$ cat src/design/ddagrc_pkg.sv
package ddagrc_pkg;

  localparam int FRAC_BITS = 16;
  localparam int POS_W     = 22;
  localparam int VEC_W     = 18;
  localparam int SW_W      = 13;
  localparam int COL_W     = 12;
  localparam int CELL_W    = 6;
  localparam int DIST_W    = 32;
  localparam int CAM_W     = 18;
  localparam int RAY_W     = 19;
  localparam int SQ_W      = 38;
  localparam int ROOT_W    = 19;
  localparam int ROOT_IT_W = 5;
  localparam int DIV_NW    = 35;
  localparam int DIV_DW    = 19;
  localparam int DIV_CW    = 6;
  localparam int QDEPTH    = 4;
  localparam int CFG_W     = 22;
  localparam int CFG_IW    = 3;

  localparam logic [DIST_W-1:0] ONE_FX = 32'h0001_0000;
  localparam logic [DIST_W-1:0] SAT32  = 32'hFFFF_FFFF;

  localparam logic [CFG_IW-1:0] REG_POS_X        = 3'd0;
  localparam logic [CFG_IW-1:0] REG_POS_Y        = 3'd1;
  localparam logic [CFG_IW-1:0] REG_DIR_X        = 3'd2;
  localparam logic [CFG_IW-1:0] REG_DIR_Y        = 3'd3;
  localparam logic [CFG_IW-1:0] REG_PLANE_X      = 3'd4;
  localparam logic [CFG_IW-1:0] REG_PLANE_Y      = 3'd5;
  localparam logic [CFG_IW-1:0] REG_SCREEN_WIDTH = 3'd6;

  localparam logic [0:0] OP_WRITE = 1'b0;
  localparam logic [0:0] OP_CAST  = 1'b1;

  typedef struct packed {
    logic [POS_W-1:0]        pos_x;
    logic [POS_W-1:0]        pos_y;
    logic signed [VEC_W-1:0] dir_x;
    logic signed [VEC_W-1:0] dir_y;
    logic signed [VEC_W-1:0] plane_x;
    logic signed [VEC_W-1:0] plane_y;
    logic [SW_W-1:0]         screen_width;
  } cfg_t;

  typedef struct packed {
    logic [0:0]        op;
    logic [COL_W-1:0]  column;
    logic [CELL_W-1:0] cell_x;
    logic [CELL_W-1:0] cell_y;
    logic              is_wall;
    logic              wr_ok;
  } qword_t;

  typedef struct packed {
    logic [CELL_W-1:0] hit_x;
    logic [CELL_W-1:0] hit_y;
    logic              hit_side;
    logic [DIST_W-1:0] side_dist_x;
    logic [DIST_W-1:0] side_dist_y;
    logic [DIST_W-1:0] delta_dist_x;
    logic [DIST_W-1:0] delta_dist_y;
    logic              escaped;
  } res_t;

  typedef enum logic [4:0] {
    B_CLEAR,
    B_IDLE,
    B_CAM_WAIT,
    B_RAY_X,
    B_RAY_Y,
    B_SQ_X,
    B_SQ_Y,
    B_SQRT,
    B_DDX,
    B_DDX_WAIT,
    B_DDY,
    B_DDY_WAIT,
    B_SIDE_X,
    B_SIDE_Y,
    B_START,
    B_STEP,
    B_CHECK,
    B_DONE
  } back_state_t;

  // A zero screen width counts as one column.
  function automatic logic [SW_W-1:0] eff_width(input logic [SW_W-1:0] sw);
    return (sw == '0) ? SW_W'(1) : sw;
  endfunction

endpackage

$ cat src/design/ddagrc_fifo.sv
module ddagrc_fifo import ddagrc_pkg::*; (
  input  logic   clk,
  input  logic   rst,
  input  logic   push,
  input  qword_t wdata,
  input  logic   pop,
  output qword_t rdata,
  output logic   full,
  output logic   empty
);

  localparam int PW = $clog2(QDEPTH);

  qword_t        slots [QDEPTH];
  logic [PW-1:0] wr_ptr;
  logic [PW-1:0] rd_ptr;
  logic [PW:0]   count;

  assign full  = (count == (PW+1)'(QDEPTH));
  assign empty = (count == '0);
  assign rdata = slots[rd_ptr];

  always_ff @(posedge clk) begin
    if (rst) begin
      wr_ptr <= '0;
      rd_ptr <= '0;
      count  <= '0;
    end else begin
      if (push) begin
        wr_ptr <= (wr_ptr == PW'(QDEPTH - 1)) ? '0 : wr_ptr + PW'(1);
      end
      if (pop) begin
        rd_ptr <= (rd_ptr == PW'(QDEPTH - 1)) ? '0 : rd_ptr + PW'(1);
      end
      case ({push, pop})
        2'b10:   count <= count + (PW+1)'(1);
        2'b01:   count <= count - (PW+1)'(1);
        default: count <= count;
      endcase
    end
  end

  always_ff @(posedge clk) begin
    if (push) begin
      slots[wr_ptr] <= wdata;
    end
  end

`ifndef SYNTHESIS
  a_no_pop_empty: assert property (@(posedge clk) disable iff (rst) pop |-> !empty)
    else $error("queue popped while empty");
  a_no_push_full: assert property (@(posedge clk) disable iff (rst) push |-> !full)
    else $error("queue pushed while full");
  a_count_range: assert property (@(posedge clk) disable iff (rst)
    count <= (PW+1)'(QDEPTH))
    else $error("queue count out of range");
`endif

endmodule

$ cat config.mk
export PLATFORM = sky130hd
export DESIGN_NAME = ddagrc_fifo
export DESIGN_NICKNAME = d
export VERILOG_FILES = /design/src/design/ddagrc_pkg.sv /design/src/design/ddagrc_fifo.sv
export SDC_FILE = /design/constraint.sdc
export NUM_CORES = 1
export LEC_CHECK = 0
export CORE_MARGIN = 4
export CORE_UTILIZATION = 25
export CTS_CLUSTER_SIZE = 30
export DETAILED_ROUTE_END_ITERATION = 10
export DONT_BUFFER_PORTS = 1
export SLEW_MARGIN = 25
export SYNTH_ARGS = -nofsm -noshare
export SYNTH_HDL_FRONTEND = slang
export SYNTH_SLANG_ARGS = --single-unit
export TNS_END_PERCENT = 30
$ cat constraint.sdc
create_clock -name clk -period 4.1 [get_ports clk]
set_input_delay 0.41 -clock clk [delete_from_list [all_inputs] [get_ports clk]]
set_output_delay 0.41 -clock clk [all_outputs]
set_load 0.02 [all_outputs]
==> results.yml <==
floorplan:
  boundaryPins: 60
  rows: 48
  floorplan_core_area_mm2: 0.01724
  die_h_um: 140.5
  die_area_mm2: 0.01975
  floorplan.initialDensity_pct: 25.48
  die_width_um: 140.5
synth:
  synthCells: 189
  synthDistinctLibCells: 20
  yosys_register_bits: 117
  sequential_share_of_the_synthesized_area_pct: 77.95
  synth_enable_flop_cells: 108
  synth.top_cells.by_count: "sky130_fd_sc_hd__edfxtp_1 (108), sky130_fd_sc_hd__mux4_2 (20), sky130_fd_sc_hd__dfxtp_1 (9)"
  ys_async_sr_fraction_pct: 0
  top_cells_by_area_synth: "sky130_fd_sc_hd__edfxtp_1 (74%), sky130_fd_sc_hd__mux4_2 (10%), sky130_fd_sc_hd__mux4_1 (4.2%)"
  count_leader_synth: "sky130_fd_sc_hd__edfxtp_1"
  synth_area_mm2: 0.004392
  synthesis.nets: 227
  yosysTopAreaCell: "sky130_fd_sc_hd__edfxtp_1"
  yosys.area.top_type_share_pct: 73.85
  synth_area_per_cell_um2: 23.24
  yosys_most_used_dff: "sky130_fd_sc_hd__edfxtp_1"
  yosysWarningCount: 0
final_layout:
  final_design_area_no_fill_mm2: 0.005213
  layout.core_utilization_pct: 30.24
  synthToLayoutAreaGrowth_pct: 18.69
  fin_nets: 240
  antenna_cells: 0
  drive_above_1_share_pct: 24.19
  register_area_mm2: 0.003428
  final-instance-count-excl-fill: 440
  multi_input_area_um2: 880.8
  final.fill_count: 1640
clock_network:
  clock_latency_ns: 0.41
  cts_root_buffer: "sky130_fd_sc_hd__clkbuf_16"
  numCtsBuffers: 17
  post_cts_hold_buffer_count: 0
  numClockSinks: 117
  cts_resized: 0
  ctsHtreeMaxLevel: 4
  cts_setup_buffers: 0
  clk_pin_slew_ns: 0.06
  cts_tree: "built"
  clock_path_buffers: 2
route:
  detail_route.first_pass.iterations: 4
  drcViolationCount: 0
  initialDrtViolationCount: 88
  vias: 1859
  antenna_left: 0
  post_drt_via_cell_ratio: 4.225
  routed_wire_length_per_instance_um: 18.80
  drt-total-wl_mm: 8.273
global_route:
  grt_remaining_overflow: 0
  grt_usage_pct: 8.950
  grt_max_degree: 28
  initial_antenna_violation_count: 0
  wire_length_of_the_first_global_routing_pass_mm: 12.50
  first_global_vias: 2014
sta:
  slew_viol_final: 0
  timing.fmax_mhz: 427.5
  min_period_over_period_pct: 57.06
  setup_skew_after_layout_ns: 0.01462
  final_setup_vio_count: 0
  fin_worst_hold_slack_ns: 0.06794
  grt_setup_unrepaired: "false"
  maxSlewHeadroom_pct: 43.32
  post_layout_worst_setup_margin_ns: 1.761
  final_sum_of_negative_setup_slack_ns: 0
  finalHoldViolCount: 0
  min_clock_period_post_route_ns: 2.339
  worst-slew-pin-transition_ns: 0.8502
placement:
  hpwlAfterDp_mm: 4.885
  port-buffer-count: 0
  place_worst_setup_slack_ns: 2.152
  gpl.final_weighted_congestion: 0.6410
  placed_area_mm2: 0.004617
  place.detailed.instances: 408
power_and_ir_drop:
  power_density_mw_per_mm2: 584.7
  worst_ir_drop_vdd_mv: 0.2825
  p_leak_nw: 1.670
  totalPowerFinal_mw: 3.048
worst_setup_path:
  critPathSlowestCell: "sky130_fd_sc_hd__mux4_1"
  timing.critical_path.from_type: "flip-flop"
  slack_of_the_worst_reg_to_reg_path_ns: 2.41
  cp_max_fo: 27
  worst-endpoint-required_ns: 3.69
  timing.critical_path.to_type: "primary output"
  critical_path_arrival_ns: 1.93
  max_stage_delay_ns: 0.77
  timing.critical_path.cells: "mux4_1"
  critical-path-top-delay-family: "multiplexers"
  worstSetupPathType: "reg -> out"
  cp_num_buf_inv: 0
status:
  outcome: "finished clean"
job:
  timing.max_cap.violations: 0
worst_hold_path:
  hp-class: "in -> reg"
layer usage:
metal  share of wire (%)  global-route usage [%]
met1                  38                   9.292
met2                  50                   14.16
met3                  11                   6.214
met4                 1.4                   3.519
met5                   0                       0
kinds of logic (layout without fill, tap and decap cells):
family,count (synthesis),in the layout,synth area share (%)
adder cells (fa/ha/maj),7,7,2.165
AO/OA/AOI/OAI,5,5,0.5697
multiplexers,29,29,14.90
AND/OR/NAND/NOR,16,16,1.909
buffers and inverters,13,39,2.108
XOR/XNOR,2,2,0.3989
flip-flops,117,117,77.95
placed cells by master, fill, tap and decap left out:
cell	n
sky130_fd_sc_hd__dfxtp_1	7
sky130_fd_sc_hd__inv_1	7
sky130_fd_sc_hd__clkbuf_1	2
sky130_fd_sc_hd__mux2i_1	2
sky130_fd_sc_hd__mux4_1	7
sky130_fd_sc_hd__and3_1	1
sky130_fd_sc_hd__o21ai_0	1
sky130_fd_sc_hd__nor3b_1	2
sky130_fd_sc_hd__bufinv_16	4
sky130_fd_sc_hd__or3_1	1
sky130_fd_sc_hd__clkinvlp_4	1
sky130_fd_sc_hd__clkinv_2	4
sky130_fd_sc_hd__and2_2	4
sky130_fd_sc_hd__mux4_2	20
sky130_fd_sc_hd__ha_1	6
sky130_fd_sc_hd__a21oi_1	4
sky130_fd_sc_hd__xor2_1	2
sky130_fd_sc_hd__dfxtp_2	1
sky130_fd_sc_hd__nor2_1	7
sky130_fd_sc_hd__clkinv_1	4
sky130_fd_sc_hd__clkbuf_16	17
sky130_fd_sc_hd__dfxtp_4	1
sky130_fd_sc_hd__fa_1	1
sky130_fd_sc_hd__edfxtp_1	108
sky130_fd_sc_hd__nor3_1	1
final timing paths:
path	from	to	cells past startpoint
setup / recovery	flip-flop	rdata[14]	1
hold / removal	rst	wr_ptr[0]	1
setup reg to reg	wr_ptr[0]	slots[1][10]	2
hold reg to reg	rd_ptr[0]	flip-flop	2
flip-flops by register name (all words and copies together), names as in the netlist, named ones only:
name    flops
rd_ptr      2
slots     108
wr_ptr      2
count       3
power by group:
part           total, mW  internal (mW)  leakage (nW)  switching, mW
Combinational      0.174         0.0652         0.312          0.109
Clock               1.48           1.00         0.290          0.476
Sequential          1.40           1.36          1.07         0.0354
cell type report:
class,count,share of cell area (%)
sequential,117,65.77
multi-input combinational,59,16.90
clock buffer,19,8.305
tap,225,5.401
clock inverter,13,3.120
inverter,7,0.5041
Note: power is estimated with default switching activity, not from simulation.
