<file path="config.mk">
export PLATFORM = sky130hd
export DESIGN_NAME = ddagrc_front
export DESIGN_NICKNAME = d
export VERILOG_FILES = /design/src/design/ddagrc_pkg.sv /design/src/design/ddagrc_front.sv
export SDC_FILE = /design/constraint.sdc
export NUM_CORES = 1
export LEC_CHECK = 0
export ABC_AREA = 1
export BUFFER_PORTS_ARGS = -buffer_cell sky130_fd_sc_hd__buf_2
export CAP_MARGIN = 10
export CORE_MARGIN = 8
export CORE_UTILIZATION = 35
export CTS_BUF_LIST = sky130_fd_sc_hd__clkbuf_8
export CTS_CLUSTER_SIZE = 20
export DETAILED_ROUTE_END_ITERATION = 10
export PLACE_DENSITY = 0.94
export SKIP_CTS_REPAIR_TIMING = 1
export SYNTH_ARGS = -nofsm -noshare
export SYNTH_HDL_FRONTEND = slang
export SYNTH_SLANG_ARGS = --single-unit
</file>
<file path="constraint.sdc">
create_clock -name clk -period 6.05 [get_ports clk]
set_clock_uncertainty 0.1 [all_clocks]
set_input_delay 1.815 -clock clk [delete_from_list [all_inputs] [get_ports clk]]
set_output_delay 1.815 -clock clk [all_outputs]
set_load 0.01 [all_outputs]
</file>
<file path="src/design/ddagrc_pkg.sv">
package ddagrc_pkg;

  localparam int FRAC_BITS = 16;
  localparam int POS_W     = 22;
  localparam int VEC_W     = 18;
  localparam int SW_W      = 13;
  localparam int COL_W     = 12;
  localparam int CELL_W    = 6;
  localparam int DIST_W    = 32;
  localparam int CAM_W     = 18;
  localparam int RAY_W     = 19;
  localparam int SQ_W      = 38;
  localparam int ROOT_W    = 19;
  localparam int ROOT_IT_W = 5;
  localparam int DIV_NW    = 35;
  localparam int DIV_DW    = 19;
  localparam int DIV_CW    = 6;
  localparam int QDEPTH    = 4;
  localparam int CFG_W     = 22;
  localparam int CFG_IW    = 3;

  localparam logic [DIST_W-1:0] ONE_FX = 32'h0001_0000;
  localparam logic [DIST_W-1:0] SAT32  = 32'hFFFF_FFFF;

  localparam logic [CFG_IW-1:0] REG_POS_X        = 3'd0;
  localparam logic [CFG_IW-1:0] REG_POS_Y        = 3'd1;
  localparam logic [CFG_IW-1:0] REG_DIR_X        = 3'd2;
  localparam logic [CFG_IW-1:0] REG_DIR_Y        = 3'd3;
  localparam logic [CFG_IW-1:0] REG_PLANE_X      = 3'd4;
  localparam logic [CFG_IW-1:0] REG_PLANE_Y      = 3'd5;
  localparam logic [CFG_IW-1:0] REG_SCREEN_WIDTH = 3'd6;

  localparam logic [0:0] OP_WRITE = 1'b0;
  localparam logic [0:0] OP_CAST  = 1'b1;

  typedef struct packed {
    logic [POS_W-1:0]        pos_x;
    logic [POS_W-1:0]        pos_y;
    logic signed [VEC_W-1:0] dir_x;
    logic signed [VEC_W-1:0] dir_y;
    logic signed [VEC_W-1:0] plane_x;
    logic signed [VEC_W-1:0] plane_y;
    logic [SW_W-1:0]         screen_width;
  } cfg_t;

  typedef struct packed {
    logic [0:0]        op;
    logic [COL_W-1:0]  column;
    logic [CELL_W-1:0] cell_x;
    logic [CELL_W-1:0] cell_y;
    logic              is_wall;
    logic              wr_ok;
  } qword_t;

  typedef struct packed {
    logic [CELL_W-1:0] hit_x;
    logic [CELL_W-1:0] hit_y;
    logic              hit_side;
    logic [DIST_W-1:0] side_dist_x;
    logic [DIST_W-1:0] side_dist_y;
    logic [DIST_W-1:0] delta_dist_x;
    logic [DIST_W-1:0] delta_dist_y;
    logic              escaped;
  } res_t;

  typedef enum logic [4:0] {
    B_CLEAR,
    B_IDLE,
    B_CAM_WAIT,
    B_RAY_X,
    B_RAY_Y,
    B_SQ_X,
    B_SQ_Y,
    B_SQRT,
    B_DDX,
    B_DDX_WAIT,
    B_DDY,
    B_DDY_WAIT,
    B_SIDE_X,
    B_SIDE_Y,
    B_START,
    B_STEP,
    B_CHECK,
    B_DONE
  } back_state_t;

  // A zero screen width counts as one column.
  function automatic logic [SW_W-1:0] eff_width(input logic [SW_W-1:0] sw);
    return (sw == '0) ? SW_W'(1) : sw;
  endfunction

endpackage

</file>
<file path="src/design/ddagrc_front.sv">
module ddagrc_front import ddagrc_pkg::*; #(
  parameter int MAP_DIM = 64
) (
  input  logic              clk,
  input  logic              rst,
  input  cfg_t              cfg,
  input  logic              clearing,
  input  logic              in_valid,
  output logic              in_stall,
  input  logic [0:0]        op,
  input  logic [COL_W-1:0]  column,
  input  logic [CELL_W-1:0] cell_x,
  input  logic [CELL_W-1:0] cell_y,
  input  logic              is_wall,
  output logic              q_push,
  output qword_t            q_wdata,
  input  logic              q_full
);

  logic            hold_valid;
  qword_t          hold;
  qword_t          word_in;
  logic [SW_W-1:0] w;
  logic            accept;

  assign w = eff_width(cfg.screen_width);

  // Columns at or past the width clamp to the last column.
  always_comb begin
    word_in.op      = op;
    word_in.column  = ({1'b0, column} >= w) ? COL_W'(w - SW_W'(1)) : column;
    word_in.cell_x  = cell_x;
    word_in.cell_y  = cell_y;
    word_in.is_wall = is_wall;
    word_in.wr_ok   = (int'(cell_x) < MAP_DIM) && (int'(cell_y) < MAP_DIM);
  end

  assign q_push   = hold_valid && !q_full;
  assign in_stall = clearing || (hold_valid && q_full);
  assign accept   = in_valid && !in_stall;
  assign q_wdata  = hold;

  always_ff @(posedge clk) begin
    if (rst) begin
      hold_valid <= 1'b0;
    end else if (accept) begin
      hold_valid <= 1'b1;
    end else if (q_push) begin
      hold_valid <= 1'b0;
    end
  end

  always_ff @(posedge clk) begin
    if (accept) begin
      hold <= word_in;
    end
  end

endmodule

</file>
==> summary.txt <==
Cells and area
  – Layout cell share with drive strength beyond 1: 0.301
  – Ant diodes: 0
  – Layout Utilization: 0.461
  – Synth-to-Final Area Change: 26.8%
  – Nets@finish: 450

Global route
  – Global-route wire length before repair: 8.42 mm
  – Initial antenna violation count: 0
  – Largest net degree at the start of global routing: 28
  – Vias in the first global route: 1655
  – GR Overflow Total: 0
  – All-Layer GR Usage: 0.145

STA
  – Tightest Pin Transition: 565 ps
  – Slew Limit Fails: 0
  – Post-Route Setup TNS: 0 ps
  – Unrepaired setup endpoints after global routing: no
  – Final setup viols: 0
  – Fin. Hold Viols: 0
  – Fin crit period: 4360 ps
  – Post-route clock period utilization: 0.721
  – Fmax: 0.229 GHz
  – Rel. slew slack: 0.623

Worst hold path
  – WHS Path Cells: 4
  – Tightest Hold Check Type: flop to flop

Setup path
  – CP required: 4140 ps
  – Crit path capture: in_stall
  – Worst path max stage delay: 280 ps
  – Setup Crit Path Kind: primary input to output pin
  – Cell count of the worst reg-to-reg path: 5
  – Worst Path Arrival: ~2500 ps
  – R2R Setup Slk: 4510 ps
  – Crit. End Element: output pin
  – Critical path peak fanout: 2
  – Crit. path cell count: 5
  – Worst setup SP type: primary input
  – CP bufs+invs: 3
  – Worst path cell trace: buf_2 -> nand2_1 -> inv_1 -> or2_2 -> buf_2
  – CP max-delay cell: or2_2
  – Reg2reg start: hold_valid
  – RR Endpoint: q_wdata[13]
  – Largest delay share family, worst path: simple AND/OR/NAND/NOR gates
  – CP most frequent cell: buf_2
  – Worst setup path start: q_full

Drt
  – Vias: 1639
  – First-pass DRT Iterations: 4
  – DRC Markers: 0
  – Routed length per instance: around 15 microns
  – Vias/cell: 4.78
  – DR iter-0 viols: 127
  – ANT nets after route: 0
  – Final WL: 5.18 mm

Clocking
  – Clock Latency Late Sink: 270 ps
  – Worst-path clk slew: around 90 ps
  – Max Root-Sink Buffers: 2
  – Num CTS Buffers: 3
  – H-tree depth: 1
  – Root buffer cell: clkbuf_8
  – Clock sink count: 27
  – CTS tree: done

Logic synthesis
  – Synth cell types: 21
  – Syn avg cell area: 8.33 sq um
  – Mapped Nets: 379
  – Cells taking the most area after synthesis: edfxtp_1 (45%), nand2_1 (15%), ha_1 (9.5%)
  – Synth Cell Area: between 0.0015 and 0.002 sq mm
  – Area leader, netlist: edfxtp_1
  – Sequential cell area fraction in the yosys report: 0.466
  – Share of the synthesized area in the top cell type: 0.455
  – Synth Register Bits: 27
  – Yosys warns: 0
  – Cells after Synth: just over 200

Floorplanning
  – Die width: 86.0 microns
  – Area of the core region: ~0.0047 sq mm
  – Total die area: 0.00740 sq mm
  – Row count: 25
  – Starting density of the core: 0.363
  – DIE HEIGHT: 86.0 microns
  – I/O pins: 189

Place
  – Final RePlAce weighted congestion: 0.938
  – DP HPWL: 4.26 mm
  – I/O Buffers: roughly 70

Power
  – Peak supply drop: ~0.092 mV
  – Pwr Total: 0.418 mW
  – LEAKAGE: 1.12 nW
  – Power Density: roughly 190 mW/mm^2

Flow run
  – Max-cap viol count: 0

Status
  – Status: complete, no violations
[how the worst min path moves through the flow]
stage,start,to
2_1_floorplan,hold_valid,hold_valid
3_3_place_gp,hold_valid,hold_valid
3_5_place_dp,hold_valid,hold_valid
5_1_grt,hold_valid,hold_valid
6_report,hold_valid,hold_valid
4_1_cts,hold_valid,hold_valid
[layout by cell type, fill, tap and decap left out]
| cell type | netlist | layout |
|---|---|---|
| a21oi_1 | 2 | 2 |
| a21oi_2 | 1 | 1 |
| buf_2 | 3 | 71 |
| buf_4 | 1 | 1 |
| clkbuf_8 | 0 | 3 |
| clkinvlp_4 | 0 | 1 |
| conb_1 | 1 | 1 |
| dfxtp_1 | 1 | 1 |
| edfxtp_1 | 26 | 26 |
| ha_1 | 13 | 13 |
| inv_1 | 28 | 28 |
| inv_2 | 2 | 2 |
| nand2_1 | 67 | 67 |
| nand3_1 | 8 | 8 |
| nand3_2 | 1 | 1 |
| nand4_1 | 19 | 19 |
| nor2_1 | 23 | 22 |
| nor2_2 | 0 | 1 |
| nor3_4 | 1 | 1 |
| o21bai_1 | 1 | 1 |
| or2_2 | 1 | 1 |
| xor2_1 | 5 | 5 |
[worst reg2reg max path, cell delays in order (launching register included)]
cell,delay [ps]
dfxtp_1,320
nand2_1,50
inv_1,40
or2_2,280
nor2_2,80
buf_4,330
[Yosys cell counts]
| cell | instances |
|---|---|
| a21oi_1 | 2 |
| a21oi_2 | 1 |
| buf_1 | 1 |
| buf_2 | 3 |
| buf_4 | 1 |
| buf_6 | 1 |
| conb_1 | 1 |
| dfxtp_1 | 1 |
| edfxtp_1 | 26 |
| ha_1 | 13 |
| inv_1 | 28 |
| inv_2 | 2 |
| nand2_1 | 67 |
| nand3_1 | 8 |
| nand3_2 | 1 |
| nand4_1 | 19 |
| nor2_1 | 23 |
| nor3_4 | 1 |
| o21bai_1 | 1 |
| or2_2 | 1 |
| xor2_1 | 5 |
[layout make-up]
class,instances,area (sq um)
sequential,27,801
inverter,30,113
fill,465,2550
timing repair buffer,72,363
clock inverter,1,7.51
multi-input combinational,143,768
clock buffer,3,41.3
tap,67,83.8
[state kept, by name, indices dropped and copies added (netlist names)]
register    flops
hold_valid      1
q_wdata        26
[cells by family after synthesis]
family | Yosys count | synth area share
AOI/OAI and AO/OA | 4 | 0.0153
adders and majority gates | 13 | 0.0948
xor gates and xnor gates | 5 | 0.0255
other | 1 | 0.00218
and+or+nand+nor | 120 | 0.308
DFF | 27 | 0.466
buffers and inverters | 36 | 0.0875
[layer usage]
layer | track usage | wire (microns)
met1 | 0.209 | 2240
met4 | 0.0271 | 37
met2 | 0.196 | 2000
met3 | 0.0573 | 911
met5 | 0 | 0
[per-stage QoR]
step                      worst slack (ps)  cell area [sq um]  std cells  hold WS [ps]
final                                 1690               2180        343           486
after global routing                  1640               2180        343           571
after CTS                             1690               2180        343           500
after detailed placement              1690               2130        339           479
after global placement                1700               2130        339           437
after floorplan                       1940               1720        206           424
[power by group]
group	switching, mW	internal [mW]	leakage [nW]
Combinational	0.0561	0.0359	0.843
Clock	0.0582	0.0468	0.0217
Sequential	0.00335	0.217	0.252
Note: power is estimated with default switching activity, not from simulation.
